File: config.mk
export PLATFORM = sky130hd
export DESIGN_NAME = sliding_window_quality_mask
export DESIGN_NICKNAME = d
export VERILOG_FILES = /design/src/hw/rtl/swqm_pkg.sv /design/src/hw/rtl/swqm_ring.sv /design/src/hw/rtl/swqm_front.sv /design/src/hw/rtl/swqm_cmd_fifo.sv /design/src/hw/rtl/swqm_back.sv /design/src/hw/rtl/sliding_window_quality_mask.sv
export SDC_FILE = /design/constraint.sdc
export NUM_CORES = 2
export LEC_CHECK = 0
export BUFFER_PORTS_ARGS = -buffer_cell sky130_fd_sc_hd__buf_2
export CORE_MARGIN = 2
export CORE_UTILIZATION = 63
export DETAILED_ROUTE_END_ITERATION = 10
export GPL_TIMING_DRIVEN = 0
export PLACE_DENSITY = 0.79
export SLEW_MARGIN = 10
export SYNTH_ARGS = -nofsm -noshare
export SYNTH_HDL_FRONTEND = slang
export SYNTH_SLANG_ARGS = --single-unit
File: constraint.sdc
create_clock -name clk_i -period 6.2 [get_ports clk_i]
set_input_delay 0.62 -clock clk_i [delete_from_list [all_inputs] [get_ports clk_i]]
set_output_delay 0.62 -clock clk_i [all_outputs]
set_load 0.02 [all_outputs]
File: src/hw/rtl/swqm_pkg.sv
// Shared types, constants and helpers for the sliding-window quality mask.
package swqm_pkg;

  // Field widths
  localparam int CHAR_W = 8;
  localparam int QUAL_W = 8;
  localparam int THR_W  = 12;
  localparam int SPAN_W = 5;
  // Window length lc + 1 + rc fits in one bit more than a span
  localparam int WIN_W  = SPAN_W + 1;
  // Sum of up to 63 qualities of 8 bits
  localparam int SUM_W  = 14;

  // Defaults for the top-level parameters
  localparam int MAX_SPAN_DEF   = 31;
  localparam int RING_DEPTH_DEF = 64;

  // Command queue between front and back
  localparam int CMD_FIFO_DEPTH = 2;
  localparam int FIFO_LVL_W     = $clog2(CMD_FIFO_DEPTH + 1);
  // In-flight results: queue entries, one in the back, one in the output register
  localparam int OUT_W          = $clog2(CMD_FIFO_DEPTH + 3);

  localparam logic [THR_W-1:0]  THR_RESET = 12'd320;
  localparam logic [CHAR_W-1:0] MASK_CHAR = 8'h4E;

  // Configuration register indexes
  typedef enum logic [1:0] {
    CFG_THRESHOLD  = 2'd0,
    CFG_LEFT_SPAN  = 2'd1,
    CFG_RIGHT_SPAN = 2'd2
  } cfg_reg_e;

  // Back-end sequencer states
  typedef enum logic [1:0] {
    BK_IDLE,
    BK_READ,
    BK_DRAIN,
    BK_RESULT
  } back_state_e;

  // One emit command: window clip on each side and end-of-read flag
  typedef struct packed {
    logic [SPAN_W-1:0] lc;
    logic [SPAN_W-1:0] rc;
    logic              last;
  } cmd_t;

  // Largest usable span so that a window always fits the ring
  function automatic int span_limit(input int max_span, input int ring_depth);
    int half;
    half = (ring_depth - 2) >> 1;
    return (max_span < half) ? max_span : half;
  endfunction

endpackage

File: src/hw/rtl/swqm_ring.sv
// Base and quality ring buffer: one write port, one registered read port.
module swqm_ring import swqm_pkg::*; #(
  parameter int RING_DEPTH = RING_DEPTH_DEF,
  localparam int PtrW = $clog2(RING_DEPTH)
) (
  input  logic              clk_i,
  input  logic              we_i,
  input  logic [PtrW-1:0]   waddr_i,
  input  logic [CHAR_W-1:0] wbase_i,
  input  logic [QUAL_W-1:0] wqual_i,
  input  logic              ren_i,
  input  logic [PtrW-1:0]   raddr_i,
  output logic [CHAR_W-1:0] rbase_o,
  output logic [QUAL_W-1:0] rqual_o
);

  logic [CHAR_W+QUAL_W-1:0] mem_q [RING_DEPTH];
  logic [CHAR_W+QUAL_W-1:0] rdata_q;

  // Write port
  always_ff @(posedge clk_i) begin
    if (we_i) begin
      mem_q[waddr_i] <= {wbase_i, wqual_i};
    end
  end

  // Registered read port
  always_ff @(posedge clk_i) begin
    if (ren_i) begin
      rdata_q <= mem_q[raddr_i];
    end
  end

  assign rbase_o = rdata_q[CHAR_W+QUAL_W-1:QUAL_W];
  assign rqual_o = rdata_q[QUAL_W-1:0];

endmodule

File: src/hw/rtl/swqm_front.sv
// Front end: accepts bases into the ring and issues one emit command per result.
module swqm_front import swqm_pkg::*; #(
  parameter int MAX_SPAN   = MAX_SPAN_DEF,
  parameter int RING_DEPTH = RING_DEPTH_DEF,
  localparam int PtrW = $clog2(RING_DEPTH)
) (
  input  logic              clk_i,
  input  logic              rst_ni,
  // input stream
  input  logic              in_valid_i,
  output logic              in_ready_o,
  input  logic [CHAR_W-1:0] in_base_i,
  input  logic [QUAL_W-1:0] in_qual_i,
  input  logic              in_last_i,
  // configuration
  input  logic [SPAN_W-1:0] left_span_i,
  input  logic [SPAN_W-1:0] right_span_i,
  // ring write port
  output logic              ring_we_o,
  output logic [PtrW-1:0]   ring_waddr_o,
  output logic [CHAR_W-1:0] ring_wbase_o,
  output logic [QUAL_W-1:0] ring_wqual_o,
  // command queue
  output logic              cmd_valid_o,
  input  logic              cmd_ready_i,
  output cmd_t              cmd_o,
  // result delivered at the output
  input  logic              out_done_i,
  output logic [OUT_W-1:0]  outstanding_o
);

  localparam int SpanLimit   = span_limit(MAX_SPAN, RING_DEPTH);
  localparam int BefW        = $clog2(SpanLimit + 1);
  // Pending plus in-flight bases that still leave the oldest window intact
  localparam int AcceptLimit = RING_DEPTH - 1 - SpanLimit;
  localparam logic [PtrW-1:0] WpLast = PtrW'(RING_DEPTH - 1);
  localparam logic [BefW-1:0] BefMax = BefW'(SpanLimit);

  logic [PtrW-1:0]   wp_q, wp_d;
  logic [PtrW-1:0]   pending_q, pending_d;
  logic [BefW-1:0]   before_q, before_d;
  logic              flush_q, flush_d;
  logic [OUT_W-1:0]  outst_q, outst_d;

  logic [SPAN_W-1:0] ls_eff, rs_eff;
  logic              accept, emit_want, emit, emit_last;
  cmd_t              cmd;

  // Spans clamped so a window fits the ring
  assign ls_eff = (int'(left_span_i) > SpanLimit) ? SPAN_W'(SpanLimit) : left_span_i;
  assign rs_eff = (int'(right_span_i) > SpanLimit) ? SPAN_W'(SpanLimit) : right_span_i;

  // Input handshake: held during a flush and while the ring has no room
  assign in_ready_o = !flush_q && ((int'(pending_q) + int'(outst_q)) <= AcceptLimit);
  assign accept     = in_valid_i && in_ready_o;

  // Emit decision for the oldest pending base
  always_comb begin
    if (flush_q) begin
      emit_want = (pending_q != '0);
    end else begin
      emit_want = (int'(pending_q) > int'(rs_eff));
    end
    emit      = emit_want && cmd_ready_i;
    emit_last = flush_q && (pending_q == PtrW'(1));
  end

  // Window clip for the command
  always_comb begin
    cmd.lc   = (int'(before_q) < int'(ls_eff)) ? SPAN_W'(before_q) : ls_eff;
    cmd.rc   = ((int'(pending_q) - 1) < int'(rs_eff)) ? SPAN_W'(pending_q - PtrW'(1))
                                                      : rs_eff;
    cmd.last = emit_last;
  end

  assign cmd_valid_o = emit_want;
  assign cmd_o       = cmd;

  // Ring write
  assign ring_we_o    = accept;
  assign ring_waddr_o = wp_q;
  assign ring_wbase_o = in_base_i;
  assign ring_wqual_o = in_qual_i;

  // Counters and flush flag
  always_comb begin
    wp_d      = wp_q;
    pending_d = pending_q;
    before_d  = before_q;
    flush_d   = flush_q;
    outst_d   = outst_q;
    if (accept) begin
      wp_d = (wp_q == WpLast) ? '0 : wp_q + PtrW'(1);
      if (in_last_i) begin
        flush_d = 1'b1;
      end
    end
    pending_d = pending_q + PtrW'(accept) - PtrW'(emit);
    if (emit) begin
      if (emit_last) begin
        before_d = '0;
        flush_d  = 1'b0;
      end else if (before_q != BefMax) begin
        before_d = before_q + BefW'(1);
      end
    end
    outst_d = outst_q + OUT_W'(emit) - OUT_W'(out_done_i);
  end

  always_ff @(posedge clk_i or negedge rst_ni) begin
    if (!rst_ni) begin
      wp_q      <= '0;
      pending_q <= '0;
      before_q  <= '0;
      flush_q   <= 1'b0;
      outst_q   <= '0;
    end else begin
      wp_q      <= wp_d;
      pending_q <= pending_d;
      before_q  <= before_d;
      flush_q   <= flush_d;
      outst_q   <= outst_d;
    end
  end

  assign outstanding_o = outst_q;

endmodule

File: src/hw/rtl/swqm_cmd_fifo.sv
// Small command queue between front end and back end.
module swqm_cmd_fifo import swqm_pkg::*; (
  input  logic                  clk_i,
  input  logic                  rst_ni,
  input  logic                  push_valid_i,
  output logic                  push_ready_o,
  input  cmd_t                  push_data_i,
  output logic                  pop_valid_o,
  input  logic                  pop_ready_i,
  output cmd_t                  pop_data_o,
  output logic [FIFO_LVL_W-1:0] level_o
);

  localparam int IdxW = (CMD_FIFO_DEPTH > 1) ? $clog2(CMD_FIFO_DEPTH) : 1;
  localparam logic [IdxW-1:0]       IdxLast = IdxW'(CMD_FIFO_DEPTH - 1);
  localparam logic [FIFO_LVL_W-1:0] LvlFull = FIFO_LVL_W'(CMD_FIFO_DEPTH);

  cmd_t                  slot_q [CMD_FIFO_DEPTH];
  logic [IdxW-1:0]       wr_q, wr_d, rd_q, rd_d;
  logic [FIFO_LVL_W-1:0] lvl_q, lvl_d;
  logic                  push, pop;

  assign push_ready_o = (lvl_q != LvlFull);
  assign pop_valid_o  = (lvl_q != '0);
  assign push         = push_valid_i && push_ready_o;
  assign pop          = pop_valid_o && pop_ready_i;
  assign pop_data_o   = slot_q[rd_q];
  assign level_o      = lvl_q;

  // Pointer and level update
  always_comb begin
    wr_d  = wr_q;
    rd_d  = rd_q;
    if (push) begin
      wr_d = (wr_q == IdxLast) ? '0 : wr_q + IdxW'(1);
    end
    if (pop) begin
      rd_d = (rd_q == IdxLast) ? '0 : rd_q + IdxW'(1);
    end
    lvl_d = lvl_q + FIFO_LVL_W'(push) - FIFO_LVL_W'(pop);
  end

  always_ff @(posedge clk_i or negedge rst_ni) begin
    if (!rst_ni) begin
      wr_q  <= '0;
      rd_q  <= '0;
      lvl_q <= '0;
    end else begin
      wr_q  <= wr_d;
      rd_q  <= rd_d;
      lvl_q <= lvl_d;
    end
  end

  // Storage
  always_ff @(posedge clk_i) begin
    if (push) begin
      slot_q[wr_q] <= push_data_i;
    end
  end

endmodule

File: src/hw/rtl/swqm_back.sv
// Back end: sums each window from the ring, compares, and holds the result.
module swqm_back import swqm_pkg::*; #(
  parameter int RING_DEPTH = RING_DEPTH_DEF,
  localparam int PtrW = $clog2(RING_DEPTH)
) (
  input  logic              clk_i,
  input  logic              rst_ni,
  input  logic [THR_W-1:0]  threshold_i,
  // command queue
  input  logic              cmd_valid_i,
  output logic              cmd_ready_o,
  input  cmd_t              cmd_i,
  // ring read port
  output logic              ring_ren_o,
  output logic [PtrW-1:0]   ring_raddr_o,
  input  logic [CHAR_W-1:0] ring_rbase_i,
  input  logic [QUAL_W-1:0] ring_rqual_i,
  // result
  output logic              out_valid_o,
  input  logic              out_ready_i,
  output logic [CHAR_W-1:0] out_base_o,
  output logic              out_masked_o,
  output logic              out_last_o,
  output logic              busy_o
);

  localparam logic [PtrW-1:0] PtrLast = PtrW'(RING_DEPTH - 1);
  localparam int ProdW = THR_W + WIN_W;

  back_state_e       state_q, state_d;
  logic [PtrW-1:0]   pos_q, pos_d;
  logic [PtrW-1:0]   addr_q, addr_d;
  logic [WIN_W-1:0]  idx_q, idx_d;
  logic [WIN_W-1:0]  count_q, count_d;
  logic [SPAN_W-1:0] lc_q, lc_d;
  logic              last_q, last_d;
  logic [SUM_W-1:0]  sum_q, sum_d;
  logic [CHAR_W-1:0] base_q, base_d;
  logic              rd_vld_q, rd_ctr_q, rd_ctr_d;

  logic              out_valid_q;
  logic [CHAR_W-1:0] out_base_q;
  logic              out_masked_q, out_last_q;

  logic              out_free, take_cmd, load_out, read_end, low;
  logic [PtrW-1:0]   start_addr;
  logic [ProdW-1:0]  prod, scaled;

  assign out_free = !out_valid_q || out_ready_i;
  assign read_end = (idx_q == count_q - WIN_W'(1));

  // Next state
  always_comb begin
    state_d = state_q;
    case (state_q)
      BK_IDLE:   if (cmd_valid_i) state_d = BK_READ;
      BK_READ:   if (read_end) state_d = BK_DRAIN;
      BK_DRAIN:  state_d = BK_RESULT;
      BK_RESULT: if (out_free) state_d = BK_IDLE;
      default:   state_d = BK_IDLE;
    endcase
  end

  // State outputs
  always_comb begin
    take_cmd   = 1'b0;
    ring_ren_o = 1'b0;
    load_out   = 1'b0;
    case (state_q)
      BK_IDLE:   take_cmd = cmd_valid_i;
      BK_READ:   ring_ren_o = 1'b1;
      BK_DRAIN:  ;
      BK_RESULT: load_out = out_free;
      default:   ;
    endcase
  end

  assign cmd_ready_o  = (state_q == BK_IDLE);
  assign ring_raddr_o = addr_q;
  assign busy_o       = (state_q != BK_IDLE);

  // First ring entry of the window, wrapped
  always_comb begin
    if (int'(pos_q) >= int'(cmd_i.lc)) begin
      start_addr = PtrW'(int'(pos_q) - int'(cmd_i.lc));
    end else begin
      start_addr = PtrW'(int'(pos_q) + RING_DEPTH - int'(cmd_i.lc));
    end
  end

  // Window walk and accumulation
  always_comb begin
    pos_d    = pos_q;
    addr_d   = addr_q;
    idx_d    = idx_q;
    count_d  = count_q;
    lc_d     = lc_q;
    last_d   = last_q;
    sum_d    = sum_q;
    base_d   = base_q;
    rd_ctr_d = (idx_q == WIN_W'(lc_q));
    if (take_cmd) begin
      pos_d   = (pos_q == PtrLast) ? '0 : pos_q + PtrW'(1);
      addr_d  = start_addr;
      idx_d   = '0;
      count_d = WIN_W'(cmd_i.lc) + WIN_W'(cmd_i.rc) + WIN_W'(1);
      lc_d    = cmd_i.lc;
      last_d  = cmd_i.last;
      sum_d   = '0;
    end
    if (ring_ren_o) begin
      addr_d = (addr_q == PtrLast) ? '0 : addr_q + PtrW'(1);
      idx_d  = idx_q + WIN_W'(1);
    end
    if (rd_vld_q) begin
      sum_d = sum_q + SUM_W'(ring_rqual_i);
      if (rd_ctr_q) begin
        base_d = ring_rbase_i;
      end
    end
  end

  // Mean test: sum*16 < threshold*count
  always_comb begin
    prod   = ProdW'(threshold_i) * ProdW'(count_q);
    scaled = {sum_q, 4'b0000};
    low    = (scaled < prod);
  end

  always_ff @(posedge clk_i or negedge rst_ni) begin
    if (!rst_ni) begin
      state_q     <= BK_IDLE;
      pos_q       <= '0;
      rd_vld_q    <= 1'b0;
      out_valid_q <= 1'b0;
    end else begin
      state_q  <= state_d;
      pos_q    <= pos_d;
      rd_vld_q <= ring_ren_o;
      if (load_out) begin
        out_valid_q <= 1'b1;
      end else if (out_ready_i) begin
        out_valid_q <= 1'b0;
      end
    end
  end

  // Datapath registers
  always_ff @(posedge clk_i) begin
    addr_q   <= addr_d;
    idx_q    <= idx_d;
    count_q  <= count_d;
    lc_q     <= lc_d;
    last_q   <= last_d;
    sum_q    <= sum_d;
    base_q   <= base_d;
    rd_ctr_q <= rd_ctr_d;
    if (load_out) begin
      out_base_q   <= low ? MASK_CHAR : base_q;
      out_masked_q <= low;
      out_last_q   <= last_q;
    end
  end

  assign out_valid_o  = out_valid_q;
  assign out_base_o   = out_base_q;
  assign out_masked_o = out_masked_q;
  assign out_last_o   = out_last_q;

endmodule

File: src/hw/rtl/sliding_window_quality_mask.sv
// Top level of the sliding-window mean quality mask.
//
//  channel  | direction | handshake             | payload
//  ---------+-----------+-----------------------+-----------------------------------
//  s_axis   | in        | tvalid / tready       | tdata: base_char, quality; tlast
//  m_axis   | out       | tvalid / tready       | tdata: base_out; tuser: masked; tlast
//  cfg      | in        | cfg_valid / cfg_ready | cfg_addr: register, cfg_data
//
// Inputs are taken one per cycle into the ring as long as the pending bases plus
// results in flight stay within RING_DEPTH-1 minus the span limit; after a last
// input the port is held until every flush command is queued.
// The back end walks each window (window_length = lc + 1 + rc, at most 63) through
// the single ring read port and takes no new command until its result is loaded.
// Reset clears control state only; the ring holds no valid bits and needs no clear.
// A stall at the output stops the back end once its result register is full.
module sliding_window_quality_mask import swqm_pkg::*; #(
  parameter int MAX_SPAN   = MAX_SPAN_DEF,
  parameter int RING_DEPTH = RING_DEPTH_DEF
) (
  input  logic        clk_i,
  input  logic        rst_ni,
  input  logic        s_axis_tvalid_i,
  output logic        s_axis_tready_o,
  input  logic [15:0] s_axis_tdata_i,   // [7:0] base_char, [15:8] quality
  input  logic        s_axis_tlast_i,   // last_in
  output logic        m_axis_tvalid_o,
  input  logic        m_axis_tready_i,
  output logic [7:0]  m_axis_tdata_o,   // [7:0] base_out
  output logic        m_axis_tuser_o,   // [0] masked
  output logic        m_axis_tlast_o,   // last_out
  input  logic        cfg_valid_i,
  output logic        cfg_ready_o,
  input  logic [1:0]  cfg_addr_i,
  input  logic [11:0] cfg_data_i
);

  localparam int PtrW = $clog2(RING_DEPTH);

  logic [THR_W-1:0]      thr_q;
  logic [SPAN_W-1:0]     ls_q, rs_q;

  logic                  ring_we, ring_ren;
  logic [PtrW-1:0]       ring_waddr, ring_raddr;
  logic [CHAR_W-1:0]     ring_wbase, ring_rbase;
  logic [QUAL_W-1:0]     ring_wqual, ring_rqual;

  logic                  push_valid, push_ready, pop_valid, pop_ready;
  cmd_t                  push_cmd, pop_cmd;
  logic [FIFO_LVL_W-1:0] fifo_level;
  logic [OUT_W-1:0]      outstanding;
  logic                  back_busy;

  logic [CHAR_W-1:0]     out_base;
  logic                  out_masked, out_done;

  // Configuration registers
  assign cfg_ready_o = 1'b1;

  always_ff @(posedge clk_i or negedge rst_ni) begin
    if (!rst_ni) begin
      thr_q <= THR_RESET;
      ls_q  <= '0;
      rs_q  <= '0;
    end else if (cfg_valid_i && cfg_ready_o) begin
      case (cfg_reg_e'(cfg_addr_i))
        CFG_THRESHOLD:  thr_q <= cfg_data_i;
        CFG_LEFT_SPAN:  ls_q  <= cfg_data_i[SPAN_W-1:0];
        CFG_RIGHT_SPAN: rs_q  <= cfg_data_i[SPAN_W-1:0];
        default:        ;
      endcase
    end
  end

  swqm_front #(
    .MAX_SPAN   (MAX_SPAN),
    .RING_DEPTH (RING_DEPTH)
  ) u_front (
    .clk_i         (clk_i),
    .rst_ni        (rst_ni),
    .in_valid_i    (s_axis_tvalid_i),
    .in_ready_o    (s_axis_tready_o),
    .in_base_i     (s_axis_tdata_i[7:0]),
    .in_qual_i     (s_axis_tdata_i[15:8]),
    .in_last_i     (s_axis_tlast_i),
    .left_span_i   (ls_q),
    .right_span_i  (rs_q),
    .ring_we_o     (ring_we),
    .ring_waddr_o  (ring_waddr),
    .ring_wbase_o  (ring_wbase),
    .ring_wqual_o  (ring_wqual),
    .cmd_valid_o   (push_valid),
    .cmd_ready_i   (push_ready),
    .cmd_o         (push_cmd),
    .out_done_i    (out_done),
    .outstanding_o (outstanding)
  );

  swqm_ring #(
    .RING_DEPTH (RING_DEPTH)
  ) u_ring (
    .clk_i   (clk_i),
    .we_i    (ring_we),
    .waddr_i (ring_waddr),
    .wbase_i (ring_wbase),
    .wqual_i (ring_wqual),
    .ren_i   (ring_ren),
    .raddr_i (ring_raddr),
    .rbase_o (ring_rbase),
    .rqual_o (ring_rqual)
  );

  swqm_cmd_fifo u_fifo (
    .clk_i        (clk_i),
    .rst_ni       (rst_ni),
    .push_valid_i (push_valid),
    .push_ready_o (push_ready),
    .push_data_i  (push_cmd),
    .pop_valid_o  (pop_valid),
    .pop_ready_i  (pop_ready),
    .pop_data_o   (pop_cmd),
    .level_o      (fifo_level)
  );

  swqm_back #(
    .RING_DEPTH (RING_DEPTH)
  ) u_back (
    .clk_i        (clk_i),
    .rst_ni       (rst_ni),
    .threshold_i  (thr_q),
    .cmd_valid_i  (pop_valid),
    .cmd_ready_o  (pop_ready),
    .cmd_i        (pop_cmd),
    .ring_ren_o   (ring_ren),
    .ring_raddr_o (ring_raddr),
    .ring_rbase_i (ring_rbase),
    .ring_rqual_i (ring_rqual),
    .out_valid_o  (m_axis_tvalid_o),
    .out_ready_i  (m_axis_tready_i),
    .out_base_o   (out_base),
    .out_masked_o (out_masked),
    .out_last_o   (m_axis_tlast_o),
    .busy_o       (back_busy)
  );

  // Output packing
  assign out_done       = m_axis_tvalid_o && m_axis_tready_i;
  assign m_axis_tdata_o = out_base;
  assign m_axis_tuser_o = out_masked;

  // In-flight count must match queue, back end and output register
  a_inflight_track: assert property (@(posedge clk_i) disable iff (!rst_ni)
    int'(outstanding) == int'(fifo_level) + int'(back_busy) + int'(m_axis_tvalid_o))
    else $error("in-flight count out of step with queue and back end");

  // A last input starts a flush that holds the input port
  a_flush_holds_input: assert property (@(posedge clk_i) disable iff (!rst_ni)
    (s_axis_tvalid_i && s_axis_tready_o && s_axis_tlast_i) |=> !s_axis_tready_o)
    else $error("input taken right after end of read");

  // A masked result always carries the mask character
  a_masked_char: assert property (@(posedge clk_i) disable iff (!rst_ni)
    (m_axis_tvalid_o && m_axis_tuser_o) |-> (m_axis_tdata_o == MASK_CHAR))
    else $error("masked result without mask character");

endmodule
After elaboration in Yosys (flattened, before gate mapping)
Memories as Yosys holds them, arrays and structs flattened. A register that Yosys moved wholly into a read port is not among the register bits.
Index checks and enable logic that the tools add are counted.
{ "totals": {"regBits": 114, "mem_bits_rw": 1046, "wordCells": 131, "memories": 2} }
{ "op_classes": {"add_sub_neg": 23, "multipliers": 1, "magnitude_cmp": 6, "n_eq_ne": 16, "n_mux": 34, "reduce_logical": 23} }
{ "memory_table": {"columns": ["memory", "words", "word_bits", "rd", "rd_clocked_by_memory_dff", "wr", "line", "text"], "rows": [
  ["u_ring.mem_q", 64, 16, 1, 1, 1, "swqm_ring.sv:17", "logic [CHAR_W+QUAL_W-1:0] mem_q [RING_DEPTH];"],
  ["u_fifo.slot_q", 2, 11, 1, 0, 1, "swqm_cmd_fifo.sv:18", "cmd_t slot_q [CMD_FIFO_DEPTH];"]
]} }
{ "ops": {"columns": ["operator", "n"], "rows": [
  ["two-way mux 6 bit", 8],
  ["adder 6 x 1 -> 6 bit (second input constant)", 6],
  ["<= comparator 32 x 7 -> 1 bit (second input constant)", 1],
  ["less-than comparator 32 x 6 -> 1 bit", 1],
  ["two-way mux 14 bit", 2],
  ["two-way mux 5 bit", 4],
  ["== test 6 bit (second input constant)", 3],
  ["less-than comparator 18 bit", 1],
  ["multiplier 12 x 6 -> 18 bit", 1],
  ["two-way mux 1 bit", 16],
  ["adder 14 x 8 -> 14 bit", 1],
  ["AND reduction 2 bit", 5],
  ["nonzero test 2 bit", 5],
  ["one-hot mux 2 bit (4 select lines)", 1],
  ["adder 6 x 3 -> 7 bit", 1],
  ["subtractor 6 x 1 -> 7 bit (second input constant)", 1],
  ["adder 5 x 5 -> 6 bit", 1],
  ["adder 6 x 1 -> 6 bit", 1],
  ["== test 2 bit (second input constant)", 3],
  ["== test 6 x 1 -> 1 bit (second input constant)", 1],
  ["== test 6 x 5 -> 1 bit", 1],
  ["== test 6 bit", 1],
  [">= comparator 6 x 5 -> 1 bit", 1],
  ["greater-than comparator 6 x 5 -> 1 bit", 1],
  ["23 further kinds", 36]
]} }

Depth between registers and ports, before layout
{ "logic_depth": {"ltp_word": 7, "ltp_mapped": 21, "depth_no_buf": 20} }

By module
Synthesis repeated with hierarchy kept, for this count alone.
{ "hier_totals": {"hier_cells": 2757, "area_unflattened_um2": 50238.2} }
{ "by_module_without_submodules": {"columns": ["mod", "n_inst", "cells_per_inst", "area_per_inst_um2"], "rows": [
  ["swqm_ring", 1, 1829, 40202.3],
  ["swqm_back", 1, 606, 6113.4],
  ["swqm_front", 1, 215, 2050.7],
  ["swqm_cmd_fifo", 1, 56, 1008.5],
  ["sliding_window_quality_mask", 1, 51, 863.3]
]} }

Worst setup path before layout
OpenSTA, ideal clock, no wires.
{ "synth_timing": {"kind": "register to register", "start": "register u_back.count_q[2]", "end": "register u_back.out_base_q[0], in the netlist u_back.out_base_o[0], data pin", "arrival_time_ns": 4.951, "required_time_ns": 5.921, "path_slack_ns": 0.970, "stages_incl_launch_ff": 20, "path_buffers": 1, "synth_period_minus_slack_ns": 5.230, "path_cell_list": "edfxtp_1 > clkbuf_1 > and2_1 > fa_1 > inv_1 > fa_1 > fa_1 > inv_1 > ha_1 > a211o_1 > o211ai_1 > a22oi_1 > a21oi_1 > nand2_1 > xnor2_1 > ha_1 > a21o_1 > a21o_1 > a2111oi_2 > nor2b_1"} }
{ "synth_via": {"elab_chain_cells": 2} }
{ "synth_lines": {"columns": ["item", "line", "text"], "rows": [
  ["start: declaration", "swqm_back.sv:34", "logic [WIN_W-1:0] count_q, count_d;"],
  ["start signal: assignment", "swqm_back.sv:152", "count_q <= count_d;"],
  ["multiplier 12 x 6 -> 18 bit", "swqm_back.sv:125", "prod = ProdW'(threshold_i) * ProdW'(count_q);"],
  ["less-than comparator 18 bit", "swqm_back.sv:127", "low = (scaled < prod);"],
  ["named net u_back.low", "swqm_back.sv:45", "logic out_free, take_cmd, load_out, read_end, low;"],
  ["end signal: assignment", "swqm_back.sv:159", "out_base_q <= low ? MASK_CHAR : base_q;"],
  ["end: declaration", "swqm_back.sv:42", "logic [CHAR_W-1:0] out_base_q;"]
]} }
The timed path passes the listed nets, and every way through them passes these cells.
A chain may end at the register's enable or synchronous reset.

Worst setup path after layout
{ "layout_timing": {"start": "register u_back.count_q[2]", "end": "register u_back.out_base_q[2], in the netlist u_back.out_base_o[2], data pin"} }
Same word-level chain as after synthesis.

==> results.md <==
* Count leader, synth: edfxtp_1
* Worst Path Required at 6.64 ns
* Skew-Pair Late Insertion Delay at 0.70 ns
* Worst setup SP type: flip-flop
* Final Cycle Share at 0.956
* Crit path DAT at 6.37 ns
* Hold Crit Class: in -> reg
* Clock sinks at 1176
* Number of synthesized flops with an enable pin at 1118
* Iteration-0 DRC Markers at 3578
* Gr ovfl total at 0
* Clock skew at 0.0400 ns
* Synth Register Bits at 1176
* Yosys warning count at 0
* Vias/cell at 6.59
* Max-Cap Viols at 0
* Sequential area share after synthesis at 0.701
* Global-route wire length before repair at 179000 um
* Fin. Hold Viols at 0
* Top cells by area, synth: edfxtp_1 (67%), mux4_2 (7.9%), mux2i_1 (4.0%)
* Core ar. at 0.0787 mm^2
* Detailed-route via count at 27.8k
* Post-DRT Antenna Nets at 0
* H-Tree Depth at 3
* # port buffers at 47
* Full die area at 0.0815 mm^2
* Filler Cell Count at 4639
* Initial antenna violation count at 5
* Setup TNS at 0 ns
* Max Fanout on Critical Path at 10
* Clock buffer count from CTS at 113
* Post-Synthesis Cells at 2867
* Clock-pin slew on the worst setup and hold paths at 0.06 ns
* Drt pass-1 iters at 7
* Die height at 286 um
* Largest net degree at the start of global routing at 65
* Wire per inst at 28.8 um
* Util after Layout at 0.710
* WS Path Type: reg -> reg
* Max-slew violations at 0
* Area Growth Syn to Fin at 12.0%
* Total chip power at 29.4 mW
* Die span in x at 286 um
* Cell taking the most area after synthesis: edfxtp_1
* Layout cells sized above 1 at 0.186
* WHS at 0.169 ns
* Pin slew with the least headroom to its limit at 1.25 ns
* # DRC at 0
* Post-synth top area share at 0.672
* Final setup viols at 0
* Yosys cell types at 72
* HPWL after detailed placement at 76500 um
* DP Cell Count at 3997
* Fmax at 169 MHz
* Number of global-route vias before repair at 28.2k
* CTS root buffer: clkbuf_16
* Io pins at 49
* RSZ-0062 raised after global routing: yes
* Tmin final at 5.93 ns
* Status: finished, final reports clean
* Syn nets at 3055
* Starting Density at 0.634
* Async S/R FF share, synth at 0.0485
* Critical path endpoint category: flip-flop
* Max Root-Sink Buffers at 3
* Synth cell count leaders: edfxtp_1 (1118), mux2i_1 (198), mux4_2 (175), inv_1 (122), nand2_1 (110)
* Final non-filler cell total at 4217
* Ys flop type: edfxtp_1
* Syn_area_per_cell at 17.4 um^2
* CTS tree: yes
* Relative max-transition margin at 0.166
* Leak at 19.3 nW
* Reg2Reg Setup Slack at 0.27 ns
* Routed WL at 121000 um
* Maximum vdd ir drop at 0.489 mV
* GRT Overall Usage at 0.300
* Routability congestion estimate from global placement at 0.925
* Synthesized area at 0.0499 mm^2
* Power density cells at 526 mW/mm^2
* Nets@finish at 3253
* Total number of placement rows at 103
## metal layers
metal  share of wire  vias up  GRT usage
met1            0.36    14000      0.390
li1                -    11700          -
met2            0.49     1739      0.491
met4           0.049        8      0.137
met3            0.10      349     0.0662
met5          0.0014        -     0.0110
## logic make-up after synthesis
logic type | Yosys count | share of synthesized area
other | 1 | 0.0000751
DFF | 1176 | 0.701
buffers and inverters | 263 | 0.0218
xor gates and xnor gates | 61 | 0.0107
AOI/OAI and AO/OA | 352 | 0.0482
and+or+nand+nor | 449 | 0.0450
adders and majority gates | 152 | 0.0451
muxes | 413 | 0.128
## final timing paths
path	startpoint	end	cells past startpoint
max	u_back.count_q[2]	u_back.out_base_o[2]	20
min	cfg_data_i[11]	thr_q[11]	2
max reg2reg	u_back.count_q[2]	u_back.out_base_o[2]	20
min reg2reg	u_ring.rdata_q[11]	u_back.base_q[3]	0
max in group asynchronous	rst_ni	thr_q[8]	3
min in group asynchronous	rst_ni	u_front.outstanding_o[1]	2
## state kept, by name (all words and copies together), names as in the netlist, 2 cells and up
name                   flops
u_ring.mem_q            1024
u_fifo.slot_q             22
u_ring.rdata_q            16
u_back.sum_q              14
thr_q                     12
u_back.base_q              8
u_back.out_base_o          8
u_back.count_q             6
u_back.idx_q               6
u_back.pos_q               6
u_back.ring_raddr_o        6
u_front.pending_q          6
u_front.ring_waddr_o       6
ls_q                       5
rs_q                       5
u_back.lc_q                5
u_front.before_q           5
u_front.outstanding_o      3
u_back.state_q             2
u_fifo.level_o             2
## final cells by class
cell class	count	area [um^2]	share of cell area
tap	1050	1310	0.0235
inverter	125	469	0.00839
timing repair buffer	83	753	0.0135
buffer	138	623	0.0111
clock buffer	142	3040	0.0543
antenna	3	7.51	0.000134
clock inverter	72	693	0.0124
sequential	1176	35000	0.626
multi-input combinational	1428	14000	0.251
## layout by cell type (no fill, tap or decap), types with 17 or more instances in the layout
cell type,netlist,layout
a211oi_1,24,24
a21o_1,20,20
a21oi_1,93,93
a221o_1,17,17
a22oi_1,49,49
and2_1,76,76
buf_2,31,65
buf_4,17,37
buf_8,0,20
clkbuf_1,81,98
clkbuf_16,0,113
clkinv_1,1,24
clkinv_2,0,23
dfrtp_1,55,55
edfxtp_1,1118,1118
fa_1,47,47
ha_1,105,105
inv_1,122,122
mux2_2,36,36
mux2i_1,198,198
mux4_2,175,175
nand2_1,110,110
nand3_1,48,48
nand4_1,21,21
nor2_1,95,38
nor2_2,1,58
nor2b_1,32,32
o21ai_0,30,30
o22ai_1,22,22
xnor2_1,37,37
xor2_1,24,24
## stage by stage
step	setup WS, ns	cell area [um^2]
2_1_floorplan	0.970	49900
3_3_place_gp	0.0999	51500
3_5_place_dp	-0.0437	52100
4_1_cts	0.0815	55900
5_1_grt	-0.0326	55900
6_report	0.270	55900
## timing repair
action | 4_1_cts | 5_1_grt
endpoints found under the hold margin | 55 | 0
setup endpoints to repair | 9 | 9
buffers inserted | 0 | 1
hold buffers | 1 | 0
gates resized for setup | 2 | 5
pin swaps | 0 | 1
## where the power goes
part / internal, mW / switching (mW) / total [mW]
clock network: 3.90 / 3.00 / 6.91
logic: 5.08 / 7.56 / 12.6
registers: 9.49 / 0.394 / 9.88
total: 18.5 / 11.0 / 29.4
## critical path, stage by stage, from the launching register on
cell and delay [ns]:
edfxtp_1 0.53, clkbuf_1 0.27, and2_1 0.22, fa_1 0.54, inv_1 0.05, fa_1 0.48, fa_1 0.56, inv_1 0.05
ha_1 0.36, a211o_1 0.31, o211ai_1 0.14, a22oi_1 0.21, a21oi_1 0.25, o21ai_1 0.12, xnor2_1 0.16, ha_1 0.35
nand4_1 0.17, a2111oi_2 0.40, a2111oi_4 0.10, buf_4 0.20, or2_1 0.22
Note: power is estimated with default switching activity, not from simulation.
